[src/hdl/ems_pkg.sv]
// Shared types, operation codes and memory sizing for the execute and memory stage.
package ems_pkg;

  localparam int unsigned MEM_WORDS = 1024;
  localparam int unsigned MEM_AW    = $clog2(MEM_WORDS);

  typedef logic signed [31:0] word_t;
  typedef logic [MEM_AW-1:0]  mem_idx_t;

  typedef enum logic [3:0] {
    OP_NOP  = 4'd0,
    OP_ADD  = 4'd1,
    OP_SUB  = 4'd2,
    OP_ADDI = 4'd3,
    OP_SLL  = 4'd4,
    OP_SRL  = 4'd5,
    OP_AND  = 4'd6,
    OP_OR   = 4'd7,
    OP_XOR  = 4'd8,
    OP_BEQ  = 4'd9,
    OP_BNE  = 4'd10,
    OP_BLT  = 4'd11,
    OP_BGE  = 4'd12,
    OP_LW   = 4'd13,
    OP_SW   = 4'd14
  } op_t;

  typedef struct packed {
    logic [3:0] action;
    word_t      pc;
    word_t      first_value;
    word_t      second_value;
    word_t      immediate;
    word_t      store_data;
  } instr_t;

  typedef struct packed {
    word_t    result;
    logic     is_load;
    logic     mem_wr;
    logic     fault;
    mem_idx_t mem_idx;
  } exe_t;

  typedef struct packed {
    logic     rd_en;
    logic     wr_en;
    mem_idx_t idx;
    word_t    wdata;
  } mem_req_t;

endpackage

[src/hdl/ems_alu.sv]
// Arithmetic, branch target and load/store address logic for one instruction.
module ems_alu (
  input  ems_pkg::instr_t instr,
  output ems_pkg::exe_t   exe
);
  import ems_pkg::*;

  logic [31:0] a_u;
  logic [31:0] b_u;
  logic [31:0] addr;
  logic [31:0] taken_pc;
  logic [31:0] next_pc;
  logic [4:0]  sh;
  logic        in_range;
  op_t         op;

  always_comb begin
    op       = op_t'(instr.action);
    a_u      = 32'(instr.first_value);
    b_u      = 32'(instr.second_value);
    sh       = b_u[4:0];
    addr     = b_u + 32'(instr.immediate);
    taken_pc = 32'(instr.pc) + 32'(instr.immediate);
    next_pc  = 32'(instr.pc) + 32'd1;
    in_range = addr < 32'(MEM_WORDS);

    exe.result  = '0;
    exe.is_load = 1'b0;
    exe.mem_wr  = 1'b0;
    exe.fault   = 1'b0;
    exe.mem_idx = addr[MEM_AW-1:0];

    case (op)
      OP_ADD:  exe.result = word_t'(a_u + b_u);
      OP_SUB:  exe.result = word_t'(a_u - b_u);
      OP_ADDI: exe.result = word_t'(a_u + 32'(instr.immediate));
      OP_SLL:  exe.result = word_t'(a_u << sh);
      OP_SRL:  exe.result = word_t'(a_u >> sh);
      OP_AND:  exe.result = word_t'(a_u & b_u);
      OP_OR:   exe.result = word_t'(a_u | b_u);
      OP_XOR:  exe.result = word_t'(a_u ^ b_u);
      OP_BEQ:  exe.result = word_t'((a_u == b_u) ? taken_pc : next_pc);
      OP_BNE:  exe.result = word_t'((a_u != b_u) ? taken_pc : next_pc);
      OP_BLT: begin
        exe.result = word_t'((instr.first_value < instr.second_value) ? taken_pc : next_pc);
      end
      OP_BGE: begin
        exe.result = word_t'((instr.first_value >= instr.second_value) ? taken_pc : next_pc);
      end
      OP_LW: begin
        exe.fault   = !in_range;
        exe.is_load = in_range;
      end
      OP_SW: begin
        exe.fault  = !in_range;
        exe.mem_wr = in_range;
        if (in_range) begin
          exe.result = instr.store_data;
        end
      end
      default: exe.result = '0;
    endcase
  end

endmodule

[config.mk]
export PLATFORM = sky130hd
export DESIGN_NAME = ems_alu
export DESIGN_NICKNAME = d
export VERILOG_FILES = /design/src/hdl/ems_pkg.sv /design/src/hdl/ems_alu.sv
export SDC_FILE = /design/constraint.sdc
export NUM_CORES = 1
export LEC_CHECK = 0
export CAP_MARGIN = 15
export CORE_UTILIZATION = 30
export DETAILED_ROUTE_END_ITERATION = 8
export DONT_BUFFER_PORTS = 1
export SYNTH_ARGS = -nofsm -noshare
export SYNTH_HDL_FRONTEND = slang
export SYNTH_SLANG_ARGS = --single-unit
[constraint.sdc]
create_clock -name vclk -period 4.96
set_clock_uncertainty 0.05 [all_clocks]
set_input_delay 0.496 -clock vclk [all_inputs]
set_output_delay 0.496 -clock vclk [all_outputs]
set_load 0.05 [all_outputs]
==> summary.md, run 1 <==
| Metric | Value |
|---|---|
| Startpoint type of the worst setup path | input pin |
| First-pass iteration count of the detailed router | 6 |
| Highest-count cells in the layout ignoring fill and taps | sky130_fd_sc_hd__nand2_1, sky130_fd_sc_hd__nor2_1, sky130_fd_sc_hd__ha_1 |
| Number of fill cells in the layout | 5025 |
| Post-route minimum period | 4.83 ns |
| Die Footprint | 47100 sq um |
| Crit path max-delay cell type | sky130_fd_sc_hd__or4_1 |
| Hold violation count in the final report | 0 |
| Number of remaining DRC errors | 0 |
| Sort of element at the end of the critical path | output port |
| Boundary pin count | 209 |
| Leakage power total | 0.00659 uW |
| Wire length reported by the detailed router | 71400 um |
| Seq_cells | 0 |
| Fraction of layout instances using a drive strength above 1 | 0.108 |
| Width of the chip | 217 um |
| Share of the cycle needed by the critical path after routing | 0.975 |
| Largest area contributor in the netlist | sky130_fd_sc_hd__ha_1 |
| CP Class | input pin to output port |
| CP bufs+invs | 5 |
| Max transition margin | 0.206 |
| Endpoint required time on the critical path | 4.41 ns |
| Post-synthesis instance total | 2069 |
| Final core utilization | 0.342 |
| Initial antenna violation count | 1 |
| CLK BUF | 0 |
| I/O Buffers | 0 |
| Vias | 17000 |
| Sequential cell area | 0 sq um |
| Crit path arrival time | 4.29 ns |
| Total count of max-transition violations in the final report | 0 |
| Number of max-capacitance violations reported | 0 |
| Least-Margin Pin Slew | 1.16 ns |
| Proportion of synthesized chip area in sequential cells | 0 |
| Maximum vdd ir drop | 0.000114 V |
| RSZ-0062 raised after global routing | true |
| Growth of design area from synthesis to finish | 12.2% |
| Synthesized area per cell | 6.71 sq um |
| Min Hold Slack | 1.20 ns |
| Combined area of all synthesized cells | 13900 sq um |
| Result of the run | finished, final reports clean |
| Maximum cell stage delay along the critical path | 0.57 ns |
| Top cells by area, synth | sky130_fd_sc_hd__ha_1, sky130_fd_sc_hd__o21ai_0, sky130_fd_sc_hd__nand2_1 |
| Number of unique standard cell types used by synthesis | 85 |
| Die boundary height | 217 um |
| Finish-stage setup viols | 0 |
| Class of the tightest hold or removal check | input pin to output port |
| Initial Utilization | 0.305 |
| Commonest non-fill, non-tap cell in the layout | sky130_fd_sc_hd__nand2_1 |
| Number of global-route vias before repair | 15900 |
| FMAX | 207 MHz |
| Hold_buf cts | 0 |
| Cell type group with the largest total delay on the critical path | simple AND/OR/NAND/NOR gates |
| Routability Congestion | 1.04 |
| Total negative slack | 0 ns |
| First-pass GRT wire length | 105000 um |
| Yosys Warn Count | 0 |
| Crit Path Max Fanout | 10 |
| Maximum number of pins on one net before global-route repair | 90 |
| Mean number of vias per cell | 6.32 |
| Layout Nets | 2454 |
| Residual antenna-violating net count after detailed routing | 0 |
| Global-route usage over all layers | 0.290 |
| Power Dens Cells | 144 nW/um^2 |
| Std-Cell Core Area | 45500 sq um |
| Per-cell routed wire length | 26.5 um |
| Area fraction of the dominant cell type after synthesis | 0.172 |
| Violation count after the first detailed-routing iteration | 1970 |
| Row count | 78 |
| Antenna cell count | 0 |
| Post-synthesis net count | 2428 |
| Dpl hpwl | 59400 um |
| Total overflow reported by the global router | 0 |
| Cell-by-cell trace of the critical path | inv_1 > ha_1 > or2_2 > nor3_1 > nand4_1 > or4_1 > buf_4 > nand3_1 > o221ai_2 > or2_1 > buf_12 > buf_12 > a221oi_1 > nand3_1 > buf_4 |
## path summary, 6_finish.rpt
path	cells past startpoint	start	slack, ns	end
max	15	instr[113]	0.13	exe[37]
min	3	instr[8]	1.20	exe[21]
## stage by stage
| stage | power, uW | instances | setup WS, ns | instance area (sq um) |
|---|---|---|---|---|
| finish | 2250 | 2693 | 0.125 | 15600 |
| global placement | 2170 | 2689 | -0.0691 | 15500 |
| detailed placement | 2180 | 2689 | -0.0486 | 15500 |
| CTS | 2190 | 2689 | 0.000404 | 15500 |
| floorplan | 1500 | 2069 | 0.0000813 | 13900 |
| global route | 2390 | 2693 | -0.00501 | 15600 |
## cell families after synthesis
group,after synthesis,synth area share
simple gates,713,0.235
compound gates,688,0.330
buf+inv,242,0.0705
fa+ha+maj,195,0.178
xor+xnor,124,0.0782
mux,107,0.109
## where the power goes
group	switching, uW	leakage, uW	internal, uW	total, uW
clock network	0	0	0	0
registers	0	0	0	0
logic	1370	0.00659	879	2250
total	1370	0.00659	879	2250
## cell usage after synthesis (all sizes together), types with 19 or more instances
cell    instances
a211oi         32
a21o           39
a21oi         157
a221oi         55
buf            41
clkbuf         78
ha            191
inv           121
mux2i          68
mux4           35
nand2         227
nand2b         28
nand3          62
nand4          23
nor2          226
nor3           51
o211ai         28
o21a           19
o21ai         179
o21bai         19
xnor2          84
xor2           40
## worst min-delay path, cell delays in order
cell and delay (ns):
sky130_fd_sc_hd__nand2_1 0.03, sky130_fd_sc_hd__nand2_1 0.04, sky130_fd_sc_hd__buf_4 0.18
## cell type report
| cell class | instances | area (sq um) | area share |
|---|---|---|---|
| multi-input cells | 1828 | 13000 | 0.836 |
| repair buffers | 142 | 1350 | 0.0864 |
| well taps | 600 | 751 | 0.0482 |
| inverters | 123 | 465 | 0.0299 |
## routing by layer
| layer | routed length, um | GRT usage |
|---|---|---|
| met1 | 29800 | 0.385 |
| met2 | 31200 | 0.456 |
| met3 | 6960 | 0.0560 |
| met4 | 3480 | 0.120 |
| met5 | 0 | 0 |
## repair_timing
action                                  CTS  global route
endpoints found under the setup margin    3            28
resized for setup                         3            23
setup buffers                             0             3
pin swaps                                 0             6
gates cloned                              0             1
(Power assumes the default switching activity.)
==> inputs of run 2 (changes only) <==
--- a/config.mk
+++ b/config.mk
@@ -9,6 +9,7 @@
 export CORE_UTILIZATION = 30
 export DETAILED_ROUTE_END_ITERATION = 8
 export DONT_BUFFER_PORTS = 1
+export PLACE_DENSITY = 0.51
 export SYNTH_ARGS = -nofsm -noshare
 export SYNTH_HDL_FRONTEND = slang
 export SYNTH_SLANG_ARGS = --single-unit
==> summary.md, run 2 (synthesis gave the netlist of run 1 again) <==
| Metric | Value |
|---|---|
| Area occupied by multi-input gates | 13000 sq um (about the same) |
| Number of placed instances, taps included | 2690 (+0.037%) |
| Cell-by-cell trace of the critical path | nor2_1 > and3_4 > nand2_1 > o21ai_0 > ha_1 > inv_1 > fa_1 > nor2b_1 > o31a_1 > nor3_1 > o21ai_1 > buf_4 > a21oi_1 > xnor2_1 > a221oi_2 > o221ai_1 > a221oi_2 > buf_4 > nand2_1 > buf_4 |
| Finish-stage setup viols | 0 (unchanged) |
| Maximum number of pins on one net before global-route repair | 90 (unchanged) |
| Number of remaining DRC errors | 0 (unchanged) |
| Sequential cell area | 0 sq um (unchanged) |
| Global-route usage over all layers | 0.298 (+0.00846) |
| Maximum cell stage delay along the critical path | 0.44 ns (-0.13 ns) |
| Number of fill cells in the layout | 5143 (+2.3%) |
| Mean number of vias per cell | 6.20 (-1.9%) |
| Per-cell routed wire length | 27.2 um (+2.5%) |
| Routability Congestion | 1.03 (-1.2%) |
| Violation count after the first detailed-routing iteration | 1714 (-13%) |
| Vias | 16700 (-1.8%) |
| Commonest non-fill, non-tap cell in the layout | sky130_fd_sc_hd__nand2_1 |
| Die Footprint | 47100 sq um (unchanged) |
| CP Class | input pin to output port |
| Row count | 78 (unchanged) |
| Residual antenna-violating net count after detailed routing | 0 (unchanged) |
| Crit Path Max Fanout | 9 (-1) |
| Number of global-route vias before repair | 15800 (-0.28%) |
| Result of the run | finished, final reports clean |
| Post-route minimum period | 4.79 ns (-0.0451 ns) |
| Worst setup path endpoint | exe[33] |
| Crit path arrival time | 4.24 ns (-0.05 ns) |
| CLK BUF | 0 (unchanged) |
| Max transition margin | 0.239 (+0.0322) |
| Layout Nets | 2454 (unchanged) |
| Startpoint type of the worst setup path | input pin |
| Dpl hpwl | 61100 um (+2.8%) |
| Leakage power total | 0.00660 uW (about the same) |
| Cell repeated most along the worst path | sky130_fd_sc_hd__buf_4 |
| Fraction of layout instances using a drive strength above 1 | 0.108 (unchanged) |
| Crit path max-delay cell type | sky130_fd_sc_hd__fa_1 |
| Number of max-capacitance violations reported | 0 (unchanged) |
| Power Dens Cells | 145 nW/um^2 (+0.29%) |
| Wire length reported by the detailed router | 73300 um (+2.6%) |
| Total overflow reported by the global router | 0 (unchanged) |
| Endpoint required time on the critical path | 4.41 ns (about the same) |
| Sum of internal, switching and leakage power | 2250 uW (+0.17%) |
| Least-Margin Pin Slew | 1.14 ns (-0.0221 ns) |
| I/O Buffers | 0 (unchanged) |
| FMAX | 209 MHz (+0.94%) |
| First-pass iteration count of the detailed router | 5 (-1) |
| Growth of design area from synthesis to finish | 12.0% |
| Die boundary height | 217 um (unchanged) |
| Sort of element at the end of the critical path | output port |
| Initial antenna violation count | 2 (+1) |
| Share of the cycle needed by the critical path after routing | 0.966 (-0.00909) |
| Highest-count cells in the layout ignoring fill and taps | sky130_fd_sc_hd__nand2_1, sky130_fd_sc_hd__nor2_1, sky130_fd_sc_hd__ha_1 |
| Worst hold path depth | 3 (unchanged) |
| Final core utilization | 0.342 (-0.000413) |
| RSZ-0062 raised after global routing | false |
| First element of the critical path | instr[163] |
| Seq_cells | 0 (unchanged) |
| Maximum vdd ir drop | 0.000132 V (+15%) |
| Class of the tightest hold or removal check | input pin to output port |
| Total count of max-transition violations in the final report | 0 (unchanged) |
| Boundary pin count | 209 (unchanged) |
| Std-Cell Core Area | 45500 sq um (unchanged) |
| Hold violation count in the final report | 0 (unchanged) |
| Min Hold Slack | 1.20 ns (+0.00589 ns) |
| Number of cells in the finished layout apart from fillers | 2694 (+0.037%) |
| Initial Utilization | 0.305 (unchanged) |
| First-pass GRT wire length | 106000 um (+1.4%) |
| Width of the chip | 217 um (unchanged) |
## run 2: cell count changes in the layout (fill, tap and decap cells not counted), sizes merged
| cell | before | now |
|---|---|---|
| diode | 0 | 1 |
| clkbuf | 0 | 1 |
| and3 | 18 | 17 |
## run 2: where the power goes
group            leakage, uW  switching, uW  total, uW  internal (uW)
Clock          0.00000000634              0  0.0000271      0.0000271
Combinational        0.00660           1380       2250            871
Sequential                 0              0          0              0
## run 2: worst min-delay path by stage
| stage | to | slack (ns) | startpoint |
|---|---|---|---|
| 6_report | exe[14] | 1.20 | instr[1] |
| 5_1_grt | exe[14] | 1.22 | instr[1] |
| 4_1_cts | exe[14] | 1.21 | instr[1] |
| 3_5_place_dp | exe[14] | 1.21 | instr[1] |
| 3_3_place_gp | exe[33] | 1.20 | instr[20] |
| 2_1_floorplan | exe[31] | 1.20 | instr[18] |
## run 2: critical path, delay by kind of cell
| family | cells | cell delay, ns |
|---|---|---|
| AO/OA/AOI/OAI | 7 | 1.46 |
| XOR/XNOR | 1 | 0.19 |
| adder cells (fa/ha/maj) | 2 | 0.71 |
| buffers and inverters | 4 | 0.60 |
| AND/OR/NAND/NOR | 6 | 0.78 |
## run 2: final cells by class
class                           count  area share
Inverter                          123      0.0299
Multi-Input combinational cell   1827       0.836
Antenna cell                        1    0.000161
Timing Repair Buffer              143      0.0854
Tap cell                          600      0.0483
## run 2: what timing repair did
action                     4_1_cts  5_1_grt
pin swaps                        0        3
resized for setup                2       17
hold buffers                     0        0
setup buffers                    0        2
cloned                           0        1
setup endpoints to repair        1       24
## run 2: through the flow
step                      worst slack [ns]  cell area (sq um)  setup TNS (ns)
final                                0.170              15600               0
after global placement              -0.148              15400          -0.159
after global routing               0.00371              15500               0
after detailed placement            -0.163              15400          -0.163
after floorplan                  0.0000813              13900               0
after CTS                           0.0281              15400               0
## run 2: per-layer routing
layer / GRT usage / wire (um)
met4: 0.126 / 3510
met3: 0.0704 / 6880
met2: 0.470 / 31900
met5: 0 / 0
met1: 0.387 / 31000
==> inputs of run 3 (changes only) <==
==> constraint.sdc (replaced) <==
create_clock -name vclk -period 4.96
set_clock_uncertainty 0.05 [all_clocks]
set_input_delay 0.496 -clock vclk [all_inputs]
set_output_delay 0.496 -clock vclk [all_outputs]
set_load 0.01 [all_outputs]
==> summary.md, run 3 (synthesis gave the netlist of run 1 again) <==
| Metric | Value |
|---|---|
| Row count | 78 (unchanged) |
| Worst setup slack after layout | 0.184 ns (+0.0135 ns) |
| Fraction of layout instances using a drive strength above 1 | 0.0775 (-0.0310) |
| Maximum number of pins on one net before global-route repair | 90 (unchanged) |
| Worst hold path depth | 2 (-1) |
| Initial antenna violation count | 0 (-2) |
| CLK BUF | 0 (unchanged) |
| Sum of internal, switching and leakage power | 1860 uW (-17%) |
| Global-route usage over all layers | 0.295 (-0.00305) |
| First-pass GRT wire length | 105000 um (-0.76%) |
| Number of remaining DRC errors | 0 (unchanged) |
| Dpl hpwl | 60200 um (-1.5%) |
| Post-placement worst setup slack | 0.0582 ns (+0.221 ns) |
| Highest-count cells in the layout ignoring fill and taps | sky130_fd_sc_hd__nand2_1, sky130_fd_sc_hd__nor2_1, sky130_fd_sc_hd__ha_1 |
| Initial Utilization | 0.305 (unchanged) |
| Boundary pin count | 209 (unchanged) |
| Std-Cell Core Area | 45500 sq um (unchanged) |
| Class of the tightest hold or removal check | input pin to output port |
| Seq_cells | 0 (unchanged) |
| Per-cell routed wire length | 27.6 um (+1.6%) |
| Min Hold Slack | 1.06 ns (-0.144 ns) |
| Total overflow reported by the global router | 0 (unchanged) |
| Die boundary height | 217 um (unchanged) |
| Least-Margin Pin Slew | 1.11 ns (-0.0262 ns) |
| Endpoint required time on the critical path | 4.41 ns (about the same) |
| Max transition margin | 0.257 (+0.0182) |
| Mean number of vias per cell | 6.30 (+1.6%) |
| Share of the cycle needed by the critical path after routing | 0.963 (-0.00273) |
| Met1 track utilization from global routing | 0.404 (+0.0169) |
| Finish-stage setup viols | 0 (unchanged) |
| Startpoint type of the worst setup path | input pin |
| Total count of max-transition violations in the final report | 0 (unchanged) |
| Crit Path Max Fanout | 9 (unchanged) |
| RSZ-0062 raised after global routing | false |
| Hold violation count in the final report | 0 (unchanged) |
| WHS Endpoint | exe[17] |
| Growth of design area from synthesis to finish | 6.91% |
| Most utilized layer in the global route result | met2 |
| Number of placed instances, taps included | 2626 (-2.4%) |
| Number of global-route vias before repair | 15400 (-2.8%) |
| First-pass iteration count of the detailed router | 6 (+1) |
| Sort of element at the end of the critical path | output port |
| Die Footprint | 47100 sq um (unchanged) |
| Hold_buf cts | 0 (unchanged) |
| Vias | 16500 (-0.95%) |
| Residual antenna-violating net count after detailed routing | 0 (unchanged) |
| Wire length reported by the detailed router | 72600 um (-0.91%) |
| Power Dens Cells | 125 nW/um^2 (-13%) |
| Layout Nets | 2388 (-2.7%) |
| Width of the chip | 217 um (unchanged) |
| Leakage power total | 0.00621 uW (-5.9%) |
| Result of the run | finished, final reports clean |
| Total negative slack | 0 ns (unchanged) |
| FMAX | 209 MHz (+0.28%) |
| Crit path arrival time | 4.23 ns (about the same) |
| Met2 track demand over resource | 0.486 (+0.0168) |
| Antenna cell count | 0 (-1) |
| Maximum vdd ir drop | 0.0000445 V (-66%) |
| I/O Buffers | 0 (unchanged) |
| Sequential cell area | 0 sq um (unchanged) |
| Met3 usage in global routing | 0.0354 (-0.0351) |
| Violation count after the first detailed-routing iteration | 2090 (+22%) |
| CP Class | input pin to output port |
| Number of max-capacitance violations reported | 0 (unchanged) |
| Routability Congestion | 1.01 (-2.0%) |
| Hold Startpoint | instr[4] |
| Number of cells in the finished layout apart from fillers | 2627 (-2.5%) |
| Commonest non-fill, non-tap cell in the layout | sky130_fd_sc_hd__nand2_1 |
| Post-route minimum period | 4.78 ns (-0.0135 ns) |
[run 3: cell types whose count changed in the layout (fill, tap and decap cells not counted), moves of 2 or more]
cell	before	now
sky130_fd_sc_hd__buf_4	123	73
sky130_fd_sc_hd__a21oi_1	153	155
sky130_fd_sc_hd__a21oi_2	3	1
sky130_fd_sc_hd__buf_12	19	3
sky130_fd_sc_hd__nor3_2	4	2
sky130_fd_sc_hd__nor3_1	47	49
[run 3: what timing repair did]
action                                  CTS  global route
buffers inserted                          0             1
gates resized for setup                   0            17
endpoints found under the setup margin    0            11
[run 3: per-stage QoR]
step / utilization / cell area [sq um]
after floorplan: - / 13900
after global placement: 0.324 / 14800
after detailed placement: 0.324 / 14800
after CTS: 0.324 / 14800
after global routing: 0.326 / 14800
final: 0.326 / 14800
[run 3: area by class of cell]
cell class         count  area [sq um]
fillers             5080         30600
multi-input cells   1827         13000
well taps            600           751
repair buffers        77           636
inverters            123           464
[run 3: how the worst max path moves through the flow]
stage / from / endpoint / slack (ns) / depth (start not counted)
after floorplan: instr[66] / exe[31] / 0.15 / 17
after global placement: instr[163] / exe[33] / 0.04 / 19
after detailed placement: instr[163] / exe[33] / 0.06 / 19
after CTS: instr[163] / exe[33] / 0.02 / 19
after global routing: instr[163] / exe[33] / 0.01 / 19
final: instr[163] / exe[33] / 0.18 / 19
[run 3: where the power goes]
part | total, uW | internal, uW | switching (uW)
clock | 0 | 0 | 0
combinational | 1860 | 723 | 1140
sequential | 0 | 0 | 0
total | 1860 | 723 | 1140
[run 3: routing by layer]
metal	vias to the layer above	wire length [um]
li1	7599	-
met1	7967	31200
met2	871	32700
met3	110	6310
met4	0	2420
met5	-	0
[run 3: critical path, stage by stage]
cell                       delay (ns)
sky130_fd_sc_hd__nor2_1          0.20
sky130_fd_sc_hd__and3_4          0.30
sky130_fd_sc_hd__nand2_1         0.08
sky130_fd_sc_hd__o21ai_0         0.14
sky130_fd_sc_hd__ha_1            0.31
sky130_fd_sc_hd__inv_1           0.08
sky130_fd_sc_hd__fa_1            0.43
sky130_fd_sc_hd__nor2b_1         0.20
sky130_fd_sc_hd__o31a_1          0.21
sky130_fd_sc_hd__nor3_1          0.08
sky130_fd_sc_hd__o21ai_0         0.18
sky130_fd_sc_hd__buf_4           0.17
sky130_fd_sc_hd__a21oi_1         0.08
sky130_fd_sc_hd__xnor2_1         0.18
sky130_fd_sc_hd__a221oi_2        0.35
sky130_fd_sc_hd__o221ai_1        0.21
sky130_fd_sc_hd__a221oi_2        0.26
sky130_fd_sc_hd__buf_4           0.16
sky130_fd_sc_hd__nand2_1         0.09
